**config.mk**
```make
export PLATFORM = sky130hd
export DESIGN_NAME = relative_change_ratio_stats_core
export DESIGN_NICKNAME = d
export VERILOG_FILES = /design/src/rcrs_pkg.sv /design/src/rcrs_datapath.sv /design/src/rcrs_ctrl.sv /design/src/relative_change_ratio_stats_core.sv
export SDC_FILE = /design/constraint.sdc
export NUM_CORES = 1
export LEC_CHECK = 0
export BUFFER_PORTS_ARGS = -buffer_cell sky130_fd_sc_hd__buf_2
export CAP_MARGIN = 20
export CORE_MARGIN = 2
export CORE_UTILIZATION = 24
export DETAILED_ROUTE_END_ITERATION = 6
export SETUP_SLACK_MARGIN = 0.2
export SLEW_MARGIN = 15
export SYNTH_ARGS = -nofsm -noshare
export SYNTH_HDL_FRONTEND = slang
export SYNTH_SLANG_ARGS = --single-unit
```
**constraint.sdc**
```tcl
create_clock -name i_clk -period 12.2 [get_ports i_clk]
set_input_delay 0.61 -clock i_clk [delete_from_list [all_inputs] [get_ports i_clk]]
set_output_delay 0.61 -clock i_clk [all_outputs]
set_load 0.01 [all_outputs]
```
**src/rcrs_pkg.sv**
```systemverilog
// ----------------------------------------------------------------------------
// rcrs_pkg
// Shared types and constants for the relative change ratio statistics block.
// ----------------------------------------------------------------------------
package rcrs_pkg;

    localparam int unsigned MAX_LEN  = 65536;
    localparam int unsigned CNT_W    = 17;
    localparam int unsigned SUM_W    = 48;
    localparam int unsigned RATIO_W  = 32;
    localparam int unsigned DIV_STEPS = 48;
    localparam int unsigned STEP_W   = 6;

    // One-hot controller states.
    typedef enum logic [4:0] {
        S_IDLE  = 5'b00001,
        S_RDIV  = 5'b00010,
        S_ACC   = 5'b00100,
        S_MDIV  = 5'b01000,
        S_OUT   = 5'b10000
    } t_state;

    typedef struct packed {
        logic load;       // Capture the input item and start the ratio divide.
        logic div_step;   // One restoring-divide step.
        logic acc;        // Fold the ratio into the running statistics.
        logic mean_start; // Load the mean divide.
        logic emit;       // Present the result and clear the statistics.
    } t_cmd;

    typedef struct packed {
        logic div_done;
        logic is_last;
    } t_status;

endpackage

```
**src/rcrs_datapath.sv**
```systemverilog
// ----------------------------------------------------------------------------
// rcrs_datapath
// Shared serial divider, running statistics and the result register.
// ----------------------------------------------------------------------------
module rcrs_datapath (
    input  logic                  i_clk,
    input  logic                  i_rst_n,
    input  rcrs_pkg::t_cmd        i_cmd,
    output rcrs_pkg::t_status     o_status,
    input  logic [31:0]           i_x,
    input  logic [31:0]           i_d,
    input  logic                  i_last,
    output logic [131:0]          o_result
);
    import rcrs_pkg::*;

    logic [31:0]        r_hi, n_hi;
    logic [CNT_W-1:0]   r_hi_idx, n_hi_idx;
    logic [31:0]        r_lo, n_lo;
    logic [CNT_W-1:0]   r_lo_idx, n_lo_idx;
    logic [SUM_W-1:0]   r_sum, n_sum;
    logic [CNT_W-1:0]   r_cnt, n_cnt;
    logic               r_ovf, n_ovf;
    logic               r_last;
    logic [SUM_W-1:0]   r_quo;
    logic [SUM_W:0]     r_rem;
    logic [SUM_W-1:0]   r_den;
    logic [STEP_W-1:0]  r_step;
    logic [131:0]       r_result;

    logic [31:0]        w_ax, w_ad;
    logic [SUM_W:0]     w_trial;
    logic [SUM_W:0]     w_sub;
    logic [31:0]        w_r, w_mean;
    logic [SUM_W:0]     w_sum_ext;
    logic [CNT_W-1:0]   w_pos;
    logic               w_sat;

    assign w_ax = i_x[31] ? (~i_x + 32'd1) : i_x;
    assign w_ad = i_d[31] ? (~i_d + 32'd1) : i_d;

    assign w_trial = {r_rem[SUM_W-1:0], r_quo[SUM_W-1]};
    assign w_sub   = w_trial - {1'b0, r_den};
    assign w_r     = r_quo[31:0];
    assign w_mean  = (r_quo[SUM_W-1:32] != '0) ? 32'hFFFF_FFFF : r_quo[31:0];

    assign w_sat     = (r_cnt == CNT_W'(MAX_LEN));
    assign w_pos     = w_sat ? r_cnt : r_cnt + CNT_W'(1);
    assign w_sum_ext = {1'b0, r_sum} + {{(SUM_W-31){1'b0}}, w_r};

    always_comb begin
        n_hi = r_hi; n_hi_idx = r_hi_idx; n_lo = r_lo; n_lo_idx = r_lo_idx;
        n_sum = r_sum; n_cnt = r_cnt; n_ovf = r_ovf;
        if (i_cmd.acc) begin
            n_cnt = w_pos;
            if (w_sat) begin
                n_ovf = 1'b1;
            end
            if (w_r > r_hi) begin
                n_hi = w_r; n_hi_idx = w_pos;
            end
            if (w_r < r_lo) begin
                n_lo = w_r; n_lo_idx = w_pos;
            end
            n_sum = w_sum_ext[SUM_W] ? {SUM_W{1'b1}} : w_sum_ext[SUM_W-1:0];
        end
        if (i_cmd.emit) begin
            n_hi = '0; n_hi_idx = '0; n_lo = '1; n_lo_idx = '0;
            n_sum = '0; n_cnt = '0; n_ovf = 1'b0;
        end
    end

    always_ff @(posedge i_clk) begin
        if (!i_rst_n) begin
            r_hi <= '0; r_hi_idx <= '0; r_lo <= '1; r_lo_idx <= '0;
            r_sum <= '0; r_cnt <= '0; r_ovf <= 1'b0;
            r_step <= '0;
        end else begin
            r_hi <= n_hi; r_hi_idx <= n_hi_idx; r_lo <= n_lo; r_lo_idx <= n_lo_idx;
            r_sum <= n_sum; r_cnt <= n_cnt; r_ovf <= n_ovf;
            if (i_cmd.load || i_cmd.mean_start) begin
                r_step <= '0;
            end else if (i_cmd.div_step) begin
                r_step <= r_step + STEP_W'(1);
            end
        end
    end

    always_ff @(posedge i_clk) begin
        if (i_cmd.load) begin
            r_quo  <= {w_ad, 16'd0};
            r_rem  <= '0;
            r_den  <= {16'd0, w_ax} + SUM_W'(65536);
            r_last <= i_last;
        end else if (i_cmd.mean_start) begin
            r_quo <= n_sum;
            r_rem <= '0;
            r_den <= {{(SUM_W-CNT_W){1'b0}}, n_cnt};
        end else if (i_cmd.div_step) begin
            r_quo <= {r_quo[SUM_W-2:0], ~w_sub[SUM_W]};
            r_rem <= w_sub[SUM_W] ? w_trial : w_sub;
        end
        if (i_cmd.emit) begin
            r_result <= {1'b0, r_ovf, w_mean, r_lo_idx, r_lo, r_hi_idx, r_hi};
        end
    end

    assign o_status.div_done = (r_step == STEP_W'(DIV_STEPS - 1));
    assign o_status.is_last  = r_last;
    assign o_result = r_result;

endmodule

```
**src/rcrs_ctrl.sv**
```systemverilog
// ----------------------------------------------------------------------------
// rcrs_ctrl
// Sequencer for ratio divide, accumulation, mean divide and result handshake.
// ----------------------------------------------------------------------------
module rcrs_ctrl (
    input  logic                  i_clk,
    input  logic                  i_rst_n,
    input  logic                  i_in_valid,
    output logic                  o_in_ready,
    output logic                  o_out_valid,
    input  logic                  i_out_ready,
    input  rcrs_pkg::t_status     i_status,
    output rcrs_pkg::t_cmd        o_cmd
);
    import rcrs_pkg::*;

    t_state r_state, n_state;
    logic   r_out_valid, n_out_valid;

    always_comb begin
        n_state = r_state;
        n_out_valid = r_out_valid;
        o_cmd = '0;
        o_in_ready = 1'b0;
        if (r_out_valid && i_out_ready) begin
            n_out_valid = 1'b0;
        end
        unique case (r_state)
            S_IDLE: begin
                o_in_ready = 1'b1;
                if (i_in_valid) begin
                    o_cmd.load = 1'b1;
                    n_state = S_RDIV;
                end
            end
            S_RDIV: begin
                o_cmd.div_step = 1'b1;
                if (i_status.div_done) begin
                    n_state = S_ACC;
                end
            end
            S_ACC: begin
                o_cmd.acc = 1'b1;
                n_state = i_status.is_last ? S_MDIV : S_IDLE;
                o_cmd.mean_start = i_status.is_last;
            end
            S_MDIV: begin
                if (i_status.div_done && !n_out_valid) begin
                    o_cmd.div_step = 1'b1;
                    n_state = S_OUT;
                end else if (!i_status.div_done) begin
                    o_cmd.div_step = 1'b1;
                end
            end
            S_OUT: begin
                o_cmd.emit = 1'b1;
                n_out_valid = 1'b1;
                n_state = S_IDLE;
            end
            default: n_state = S_IDLE;
        endcase
    end

    always_ff @(posedge i_clk) begin
        if (!i_rst_n) begin
            r_state <= S_IDLE;
            r_out_valid <= 1'b0;
        end else begin
            r_state <= n_state;
            r_out_valid <= n_out_valid;
        end
    end

    assign o_out_valid = r_out_valid;

endmodule

```
**src/relative_change_ratio_stats_core.sv**
```systemverilog
// ----------------------------------------------------------------------------
// relative_change_ratio_stats_core
// Running max, min and mean of |d|/(1+|x|) with positions, per vector.
// ----------------------------------------------------------------------------
// Each element takes one load, 48 steps of the shared serial divider and
// one accumulate. The last element adds a 48-step mean divide and then
// registers the result. The final mean-divide step waits until the previous
// result has been taken. Reset is synchronous and active low, and clears
// the statistics and the handshake state.
module relative_change_ratio_stats_core (
    input  logic         i_clk,
    input  logic         i_rst_n,
    input  logic         s_axis_tvalid,
    output logic         s_axis_tready,
    input  logic [63:0]  s_axis_tdata,  // x_value, d_value
    input  logic         s_axis_tlast,  // last_element
    output logic         m_axis_tvalid,
    input  logic         m_axis_tready,
    output logic [135:0] m_axis_tdata   // max_ratio, max_position, min_ratio,
                                        // min_position, mean_ratio,
                                        // length_overflow, zero fill
);
    import rcrs_pkg::*;

    t_cmd         w_cmd;
    t_status      w_status;
    logic [131:0] w_result;

    rcrs_ctrl u_ctrl (
        .i_clk       (i_clk),
        .i_rst_n     (i_rst_n),
        .i_in_valid  (s_axis_tvalid),
        .o_in_ready  (s_axis_tready),
        .o_out_valid (m_axis_tvalid),
        .i_out_ready (m_axis_tready),
        .i_status    (w_status),
        .o_cmd       (w_cmd)
    );

    rcrs_datapath u_dp (
        .i_clk    (i_clk),
        .i_rst_n  (i_rst_n),
        .i_cmd    (w_cmd),
        .o_status (w_status),
        .i_x      (s_axis_tdata[31:0]),
        .i_d      (s_axis_tdata[63:32]),
        .i_last   (s_axis_tlast),
        .o_result (w_result)
    );

    assign m_axis_tdata = {4'd0, w_result};

endmodule

```
==> results.py, run 1 <==
metrics = {
    "final_layout": {
        "finish.instance_area_mm2": 0.0276,
        "drive_above_1_share": 0.133,
        "fin_nets": 2893,
        "final.fill_count": 10326,
        "area_grow_syn2layout_pct": 16.9,
        "insertedDiodeCount": 0,
    },
    "critical_path": {
        "crit_arrival_ns": 4.97,
        "timing.critical_path.from_type": "flop",
        "crit_fanout": 30,
        "critical_path_required_ns": 12.73,
        "cp_top_family": "compound AO/OA/AOI/OAI gates",
        "crit_path_capture_type": "flop",
        "type_of_the_worst_setup_path": "reg2reg",
        "timing.critical_path.from": "u_dp.r_quo[47]",
        "critical-path-max-stage-delay_ns": 0.77,
        "regToRegStartpoint": "u_dp.r_quo[47]",
        "critPathSlowestCell": "sky130_fd_sc_hd__a2111oi_0",
        "path_cells": "inv_1 > ha_1 > fa_1 > nand2b_1 > a21oi_1 > o41ai_1 > o311a_1 > a2111oi_0 > or2_2 > o311ai_4 > buf_4 > or4b_2 > xor2_1 > o21ai_0",
        "cp.buffers_inverters": 2,
    },
    "sta": {
        "slew_headroom": 0.322,
        "maxClockFrequency_mhz": 225,
        "finalSetupViolCount": 0,
        "finalHoldViolCount": 0,
        "min_period_over_period": 0.364,
        "tns_ns": 0,
        "worstMarginPinSlew_ns": 1.02,
        "final-max-slew-violation-count": 0,
        "fin_worst_skew_ns": 0.0274,
        "fin_hold_ws_ns": 0.267,
        "setup_repair_after_global_routing_missed_its_margin": "false",
        "final_period_minus_worst_setup_slack_ns": 4.44,
    },
    "hold_path": {
        "timing.hold.worst.start": "s_axis_tlast",
        "min-delay-path-class": "in2reg",
    },
    "place": {
        "finalWeightedCongestion": 0.857,
        "post_dp_cell_area_mm2": 0.0259,
        "detailed_place_hpwl_mm": 46.9,
        "portBuffers": 201,
    },
    "synth": {
        "synthArstFlopShare": 0,
        "ys_seq_area_frac": 0.453,
        "synth_top_cell_by_area": "sky130_fd_sc_hd__edfxtp_1",
        "synthDominantCellAreaShare": 0.250,
        "most_instantiated_flip_flop_cell_in_the_synthesis_netlist": "sky130_fd_sc_hd__dfxtp_1",
        "synthCells": 2549,
        "synth_edf_count": 197,
        "post_synth_num_cell_types": 75,
        "synthesis.yosys.warnings": 0,
        "netlist_area_mm2": 0.0236,
        "synth_commonest_cells": "sky130_fd_sc_hd__nor2_1 (272), sky130_fd_sc_hd__dfxtp_1 (240), sky130_fd_sc_hd__edfxtp_1 (197)",
        "synthesis.area_per_instance_um2": 9.27,
        "post_synth_main_area_contributors": "sky130_fd_sc_hd__edfxtp_1 (25%), sky130_fd_sc_hd__dfxtp_1 (20%), sky130_fd_sc_hd__ha_1 (7.1%)",
        "synth_most_common_cell": "sky130_fd_sc_hd__nor2_1",
        "yosys_register_bits": 437,
    },
    "floorplan": {
        "floorplan.die.height_um": 318,
        "rows": 115,
        "design.core.area_mm2": 0.0980,
        "chipWidth_um": 318,
        "floorplan.initialDensity": 0.241,
        "die_area_mm2": 0.101,
        "top_level_ports": 207,
    },
    "clocking": {
        "cts-buffers-inserted": 49,
        "post_cts.repair.setup_buffers": 0,
        "tritoncts_clock_tree": "built",
        "clock_tree.buffer_depth": 3,
        "clkSlewWorstSetupHoldPaths_ns": 0.07,
        "clkSinkCount": 437,
        "ctsHoldBuffers": 0,
        "cts_resized": 0,
        "cts_htree_levels": 2,
        "root_buffer_selected_by_cts": "sky130_fd_sc_hd__clkbuf_16",
        "clkLatencyLatePin_ns": 0.61,
    },
    "route": {
        "vias": 19071,
        "drt_pre_antenna_iters": 5,
        "detail_route.vias_per_cell": 4.75,
        "drtAntennaViolNets": 0,
        "drc_errors": 0,
        "violation_count_after_the_first_detailed_routing_iteration": 1357,
        "avgRoutedWirePerCell_um": 16.4,
        "wl_mm": 66.0,
    },
    "global_routing": {
        "grt_pass1_vias": 18151,
        "grt_pass1_wl_mm": 103,
        "global_route.usage.total": 0.127,
        "grt_max_degree": 83,
        "grt-ovfl-total": 0,
        "grt_antenna_before_repair": 8,
    },
    "pwr": {
        "power.density_mw_per_mm2": 147,
        "largest_vdd_supply_drop_uv": 104,
        "static-leakage-power_nw": 11.1,
    },
    "status": {
        "status": "complete, no violations",
    },
    "job": {
        "maxCapViolCount": 0,
    },
}
layer usage:
layer	vias up	routed length [um]	track usage
met5	-	0	0
met4	0	1500	0.0372
met3	89	3390	0.0205
met2	445	29700	0.203
met1	9097	31400	0.175
li1	9440	-	-
where the power goes:
group,leakage (nW),total [mW],internal (mW),switching (mW)
combinational,6.31,0.858,0.336,0.522
sequential,4.01,1.66,1.59,0.0637
clock,0.805,1.54,0.892,0.650
total,11.1,4.06,2.82,1.24
layout by cell type, fill, tap and decap left out, types with 39 or more instances in the layout:
cell and count:
sky130_fd_sc_hd__o21ai_0 180, sky130_fd_sc_hd__buf_2 201, sky130_fd_sc_hd__or2_2 39, sky130_fd_sc_hd__a211oi_1 56, sky130_fd_sc_hd__xor2_1 76, sky130_fd_sc_hd__ha_1 134, sky130_fd_sc_hd__clkbuf_16 50, sky130_fd_sc_hd__nand3_1 43
sky130_fd_sc_hd__xnor2_1 110, sky130_fd_sc_hd__nor3_1 45, sky130_fd_sc_hd__dfxtp_1 240, sky130_fd_sc_hd__inv_1 124, sky130_fd_sc_hd__nand2_1 186, sky130_fd_sc_hd__nor2_1 270, sky130_fd_sc_hd__edfxtp_1 197, sky130_fd_sc_hd__mux2i_1 45
sky130_fd_sc_hd__a21o_1 62, sky130_fd_sc_hd__a21oi_1 177, sky130_fd_sc_hd__o211ai_1 40
stage by stage:
| step | cells | worst slack (ns) | power, mW | utilization |
|---|---|---|---|---|
| finish | 4016 | 7.76 | 4.06 | 0.282 |
| global route | 4016 | 7.36 | 4.27 | 0.282 |
| CTS | 4016 | 7.72 | 4.11 | 0.282 |
| detailed placement | 3924 | 7.75 | 2.54 | 0.265 |
| global placement | 3924 | 7.83 | 2.54 | 0.265 |
| floorplan | 2554 | 8.34 | 2.34 | - |
logic make-up after synthesis:
family,Yosys count,synth area share
and+or+nand+nor,791,0.160
AOI/OAI and AO/OA,690,0.183
DFF,437,0.453
buffers and inverters,263,0.0429
xor gates and xnor gates,186,0.0689
adders and majority gates,136,0.0726
muxes,45,0.0191
other,1,0.000159
cell type report:
cell class	instances	area (um2)	share of cell area
Tap cell	1287	1610	0.0583
Inverter	126	478	0.0173
Multi-Input combinational cell	1854	12000	0.434
Sequential cell	437	10700	0.388
Clock inverter	32	357	0.0129
Timing Repair Buffer	220	1150	0.0416
Clock buffer	60	1330	0.0481
worst paths after layout:
kind                        to  slack [ns]  cells after the start
min reg2reg  u_dp.o_result[41]        0.43                      0
max reg2reg     u_dp.r_rem[44]        7.76                     14
max             u_dp.r_rem[44]        7.76                     14
min                u_dp.r_last        0.27                      1
worst reg2reg max path, cell delays in order (launching register included):
cell	delay, ns
sky130_fd_sc_hd__edfxtp_1	0.43
sky130_fd_sc_hd__inv_1	0.08
sky130_fd_sc_hd__ha_1	0.21
sky130_fd_sc_hd__fa_1	0.40
sky130_fd_sc_hd__nand2b_1	0.18
sky130_fd_sc_hd__a21oi_1	0.18
sky130_fd_sc_hd__o41ai_1	0.17
sky130_fd_sc_hd__o311a_1	0.38
sky130_fd_sc_hd__a2111oi_0	0.77
sky130_fd_sc_hd__or2_2	0.26
sky130_fd_sc_hd__o311ai_4	0.09
sky130_fd_sc_hd__buf_4	0.25
sky130_fd_sc_hd__or4b_2	0.67
sky130_fd_sc_hd__xor2_1	0.16
sky130_fd_sc_hd__o21ai_0	0.13
registers in the layout (all words and copies together), names as in the netlist:
| register | flops |
|---|---|
| u_dp.r_rem | 48 |
| u_dp.r_ovf | 1 |
| u_dp.r_step | 6 |
| u_dp.r_sum | 48 |
| u_dp.r_den | 33 |
| u_dp.r_hi_idx | 17 |
| u_ctrl.o_out_valid | 1 |
| u_dp.r_hi | 32 |
| u_dp.r_quo | 48 |
| u_dp.r_last | 1 |
| u_dp.o_result | 131 |
| u_dp.r_lo_idx | 17 |
| u_dp.r_cnt | 17 |
| u_dp.r_lo | 32 |
| u_ctrl.r_state | 5 |
(Power assumes the default switching activity.)
==> run 2, diff against run 1 <==
==> constraint.sdc (replaced) <==
create_clock -name i_clk -period 4.01 [get_ports i_clk]
set_input_delay 0.2005 -clock i_clk [delete_from_list [all_inputs] [get_ports i_clk]]
set_output_delay 0.2005 -clock i_clk [all_outputs]
set_load 0.01 [all_outputs]
==> run 2 against run 1 <==
  * Clock power rose to 3.0 times the previous value
  * Critical path depth unchanged
  * Global-route usage increased by 0.10 points
  * Critical endpoint unchanged
  * Register-to-register slack lost 7.4 ns
  * Largest power group unchanged
  * Via count increased by 0.76%
  * Sequential power increased to 3.0 times the previous value
  * Largest cell class unchanged
  * Fmax is 21% higher
  * Combinational power increased to 3.4 times the previous value
==> results.py, run 2 (synthesized netlist as in run 1, its figures left out) <==
metrics = {
    "sta": {
        "setup_repair_after_global_routing_missed_its_margin": "false",
        "maxClockFrequency_mhz": 272,
        "final_period_minus_worst_setup_slack_ns": 3.68,
        "finalSetupViolCount": 0,
        "tns_ns": 0,
        "finalHoldViolCount": 0,
        "min_period_over_period": 0.918,
        "fin_worst_skew_ns": 0.0260,
        "slew_headroom": 0.419,
        "worstMarginPinSlew_ns": 0.871,
        "final_worst_path_setup_slack_ns": 0.328,
        "fin_hold_ws_ns": 0.0624,
        "final-max-slew-violation-count": 0,
    },
    "route": {
        "avgRoutedWirePerCell_um": 16.3,
        "drtAntennaViolNets": 0,
        "met1_length_mm": 31.8,
        "drt_pre_antenna_iters": 5,
        "met2_wirelength_mm": 29.8,
        "violation_count_after_the_first_detailed_routing_iteration": 1312,
        "detail_route.vias_per_cell": 4.70,
        "vias": 19216,
        "highest-signal-layer": "met4",
        "met3_wirelength_mm": 3.09,
        "drc_errors": 0,
        "wl_mm": 66.4,
    },
    "final_layout": {
        "insertedDiodeCount": 0,
        "drive_above_1_share": 0.156,
        "area_grow_syn2layout_pct": 19.6,
        "layout_commonest_cell": "sky130_fd_sc_hd__nor2_1",
        "final_cell_mix": "sky130_fd_sc_hd__nor2_1 (271), sky130_fd_sc_hd__dfxtp_1 (240), sky130_fd_sc_hd__buf_2 (201)",
        "largest_register_ff_count": 131,
        "fin_nets": 2965,
        "finish.instance_area_mm2": 0.0283,
    },
    "pwr": {
        "largest_vdd_supply_drop_uv": 418,
        "static-leakage-power_nw": 11.5,
        "power.density_mw_per_mm2": 444,
    },
    "critical_path": {
        "critical_path_required_ns": 4.49,
        "timing.critical_path.from_type": "flop",
        "crit_arrival_ns": 4.16,
        "crit_fanout": 6,
        "crit_path_capture_type": "flop",
        "type_of_the_worst_setup_path": "reg2reg",
    },
    "place": {
        "portBuffers": 201,
        "pre_cts_worst_setup_slack_ns": 0.0971,
        "finalWeightedCongestion": 0.881,
        "detailed_place_hpwl_mm": 48.1,
        "post_dp_cell_area_mm2": 0.0264,
    },
    "clocking": {
        "clkSlewWorstSetupHoldPaths_ns": 0.06,
        "clkLatencyLatePin_ns": 0.60,
        "root_buffer_selected_by_cts": "sky130_fd_sc_hd__clkbuf_16",
        "tritoncts_clock_tree": "built",
        "cts-buffers-inserted": 49,
        "cts_htree_levels": 2,
        "clkSinkCount": 437,
        "clock_tree.buffer_depth": 3,
    },
    "global_routing": {
        "grt_max_degree": 105,
        "global_route.usage.total": 0.128,
        "grt_pass1_wl_mm": 104,
        "grt_pass1_vias": 18277,
        "grt-ovfl-total": 0,
        "grt_antenna_before_repair": 7,
    },
    "floorplan": {
        "design.core.area_mm2": 0.0980,
        "die_area_mm2": 0.101,
        "chipWidth_um": 318,
        "top_level_ports": 207,
        "floorplan.die.height_um": 318,
        "rows": 115,
        "floorplan.initialDensity": 0.241,
    },
    "hold_path": {
        "min-delay-path-class": "in2reg",
    },
    "job": {
        "maxCapViolCount": 0,
    },
    "status": {
        "status": "complete, no violations",
    },
}
run 2: cell types whose count changed in the layout (fill, tap and decap cells not counted), sizes merged:
cell         previous run  this run
buf                   220       289
clkbuf                 60        57
clkinv                 18        20
dlygate4sd3             0         3
inv                   128       129
run 2: metrics by stage:
| stage | std cells | util | power [mW] |
|---|---|---|---|
| final | 4088 | 0.288 | 12.5 |
| after global routing | 4088 | 0.288 | 13.2 |
| after CTS | 4081 | 0.287 | 12.5 |
| after detailed placement | 3986 | 0.270 | 7.83 |
| after global placement | 3986 | 0.270 | 7.82 |
| after floorplan | 2554 | - | 7.10 |
run 2: path summary, 6_finish.rpt:
path | start | to | slack [ns] | depth (start not counted)
setup / recovery | u_dp.r_den[0] | u_dp.r_rem[44] | 0.33 | 14
hold / removal | s_axis_tdata[49] | u_dp.r_quo[33] | 0.06 | 4
setup reg to reg | u_dp.r_den[0] | u_dp.r_rem[44] | 0.33 | 14
hold reg to reg | u_dp.r_lo[6] | u_dp.o_result[55] | 0.42 | 0
run 2: final cells by class:
| class | instances | area (um2) |
|---|---|---|
| clock inverter | 35 | 363 |
| clock buffer | 57 | 1300 |
| tap | 1287 | 1610 |
| multi-input combinational | 1854 | 12100 |
| sequential | 437 | 10700 |
| inverter | 126 | 477 |
| fill | 10329 | 69700 |
| timing repair buffer | 292 | 1750 |
run 2: per-layer routing:
metal  global-route usage  up-vias
met5                    0        -
li1                     -     9609
met1                0.176     9054
met2                0.206      453
met4               0.0378        0
met3               0.0189      100
run 2: critical path, cell delays in order (launching register included):
cell	delay, ns
sky130_fd_sc_hd__edfxtp_1	0.41
sky130_fd_sc_hd__ha_4	0.19
sky130_fd_sc_hd__fa_2	0.37
sky130_fd_sc_hd__nand2b_4	0.17
sky130_fd_sc_hd__a21oi_4	0.19
sky130_fd_sc_hd__o41ai_4	0.08
sky130_fd_sc_hd__o311a_1	0.34
sky130_fd_sc_hd__a2111oi_2	0.37
sky130_fd_sc_hd__buf_4	0.17
sky130_fd_sc_hd__or2_4	0.12
sky130_fd_sc_hd__o311ai_4	0.13
sky130_fd_sc_hd__buf_12	0.16
sky130_fd_sc_hd__or4b_2	0.64
sky130_fd_sc_hd__xor2_1	0.16
sky130_fd_sc_hd__o21ai_1	0.07
run 2: timing repair:
item | in CTS | in global routing
setup endpoints to repair | 26 | 40
pin swaps | 0 | 7
buffers inserted | 0 | 7
resized for setup | 3 | 11
hold buffers | 3 | 0
endpoints found under the hold margin | 3 | 0
run 2: where the power goes:
group | internal, mW | total, mW | switching (mW)
Clock | 2.67 | 4.63 | 1.96
Combinational | 1.20 | 2.94 | 1.74
Sequential | 4.85 | 4.98 | 0.128
Total | 8.72 | 12.5 | 3.83
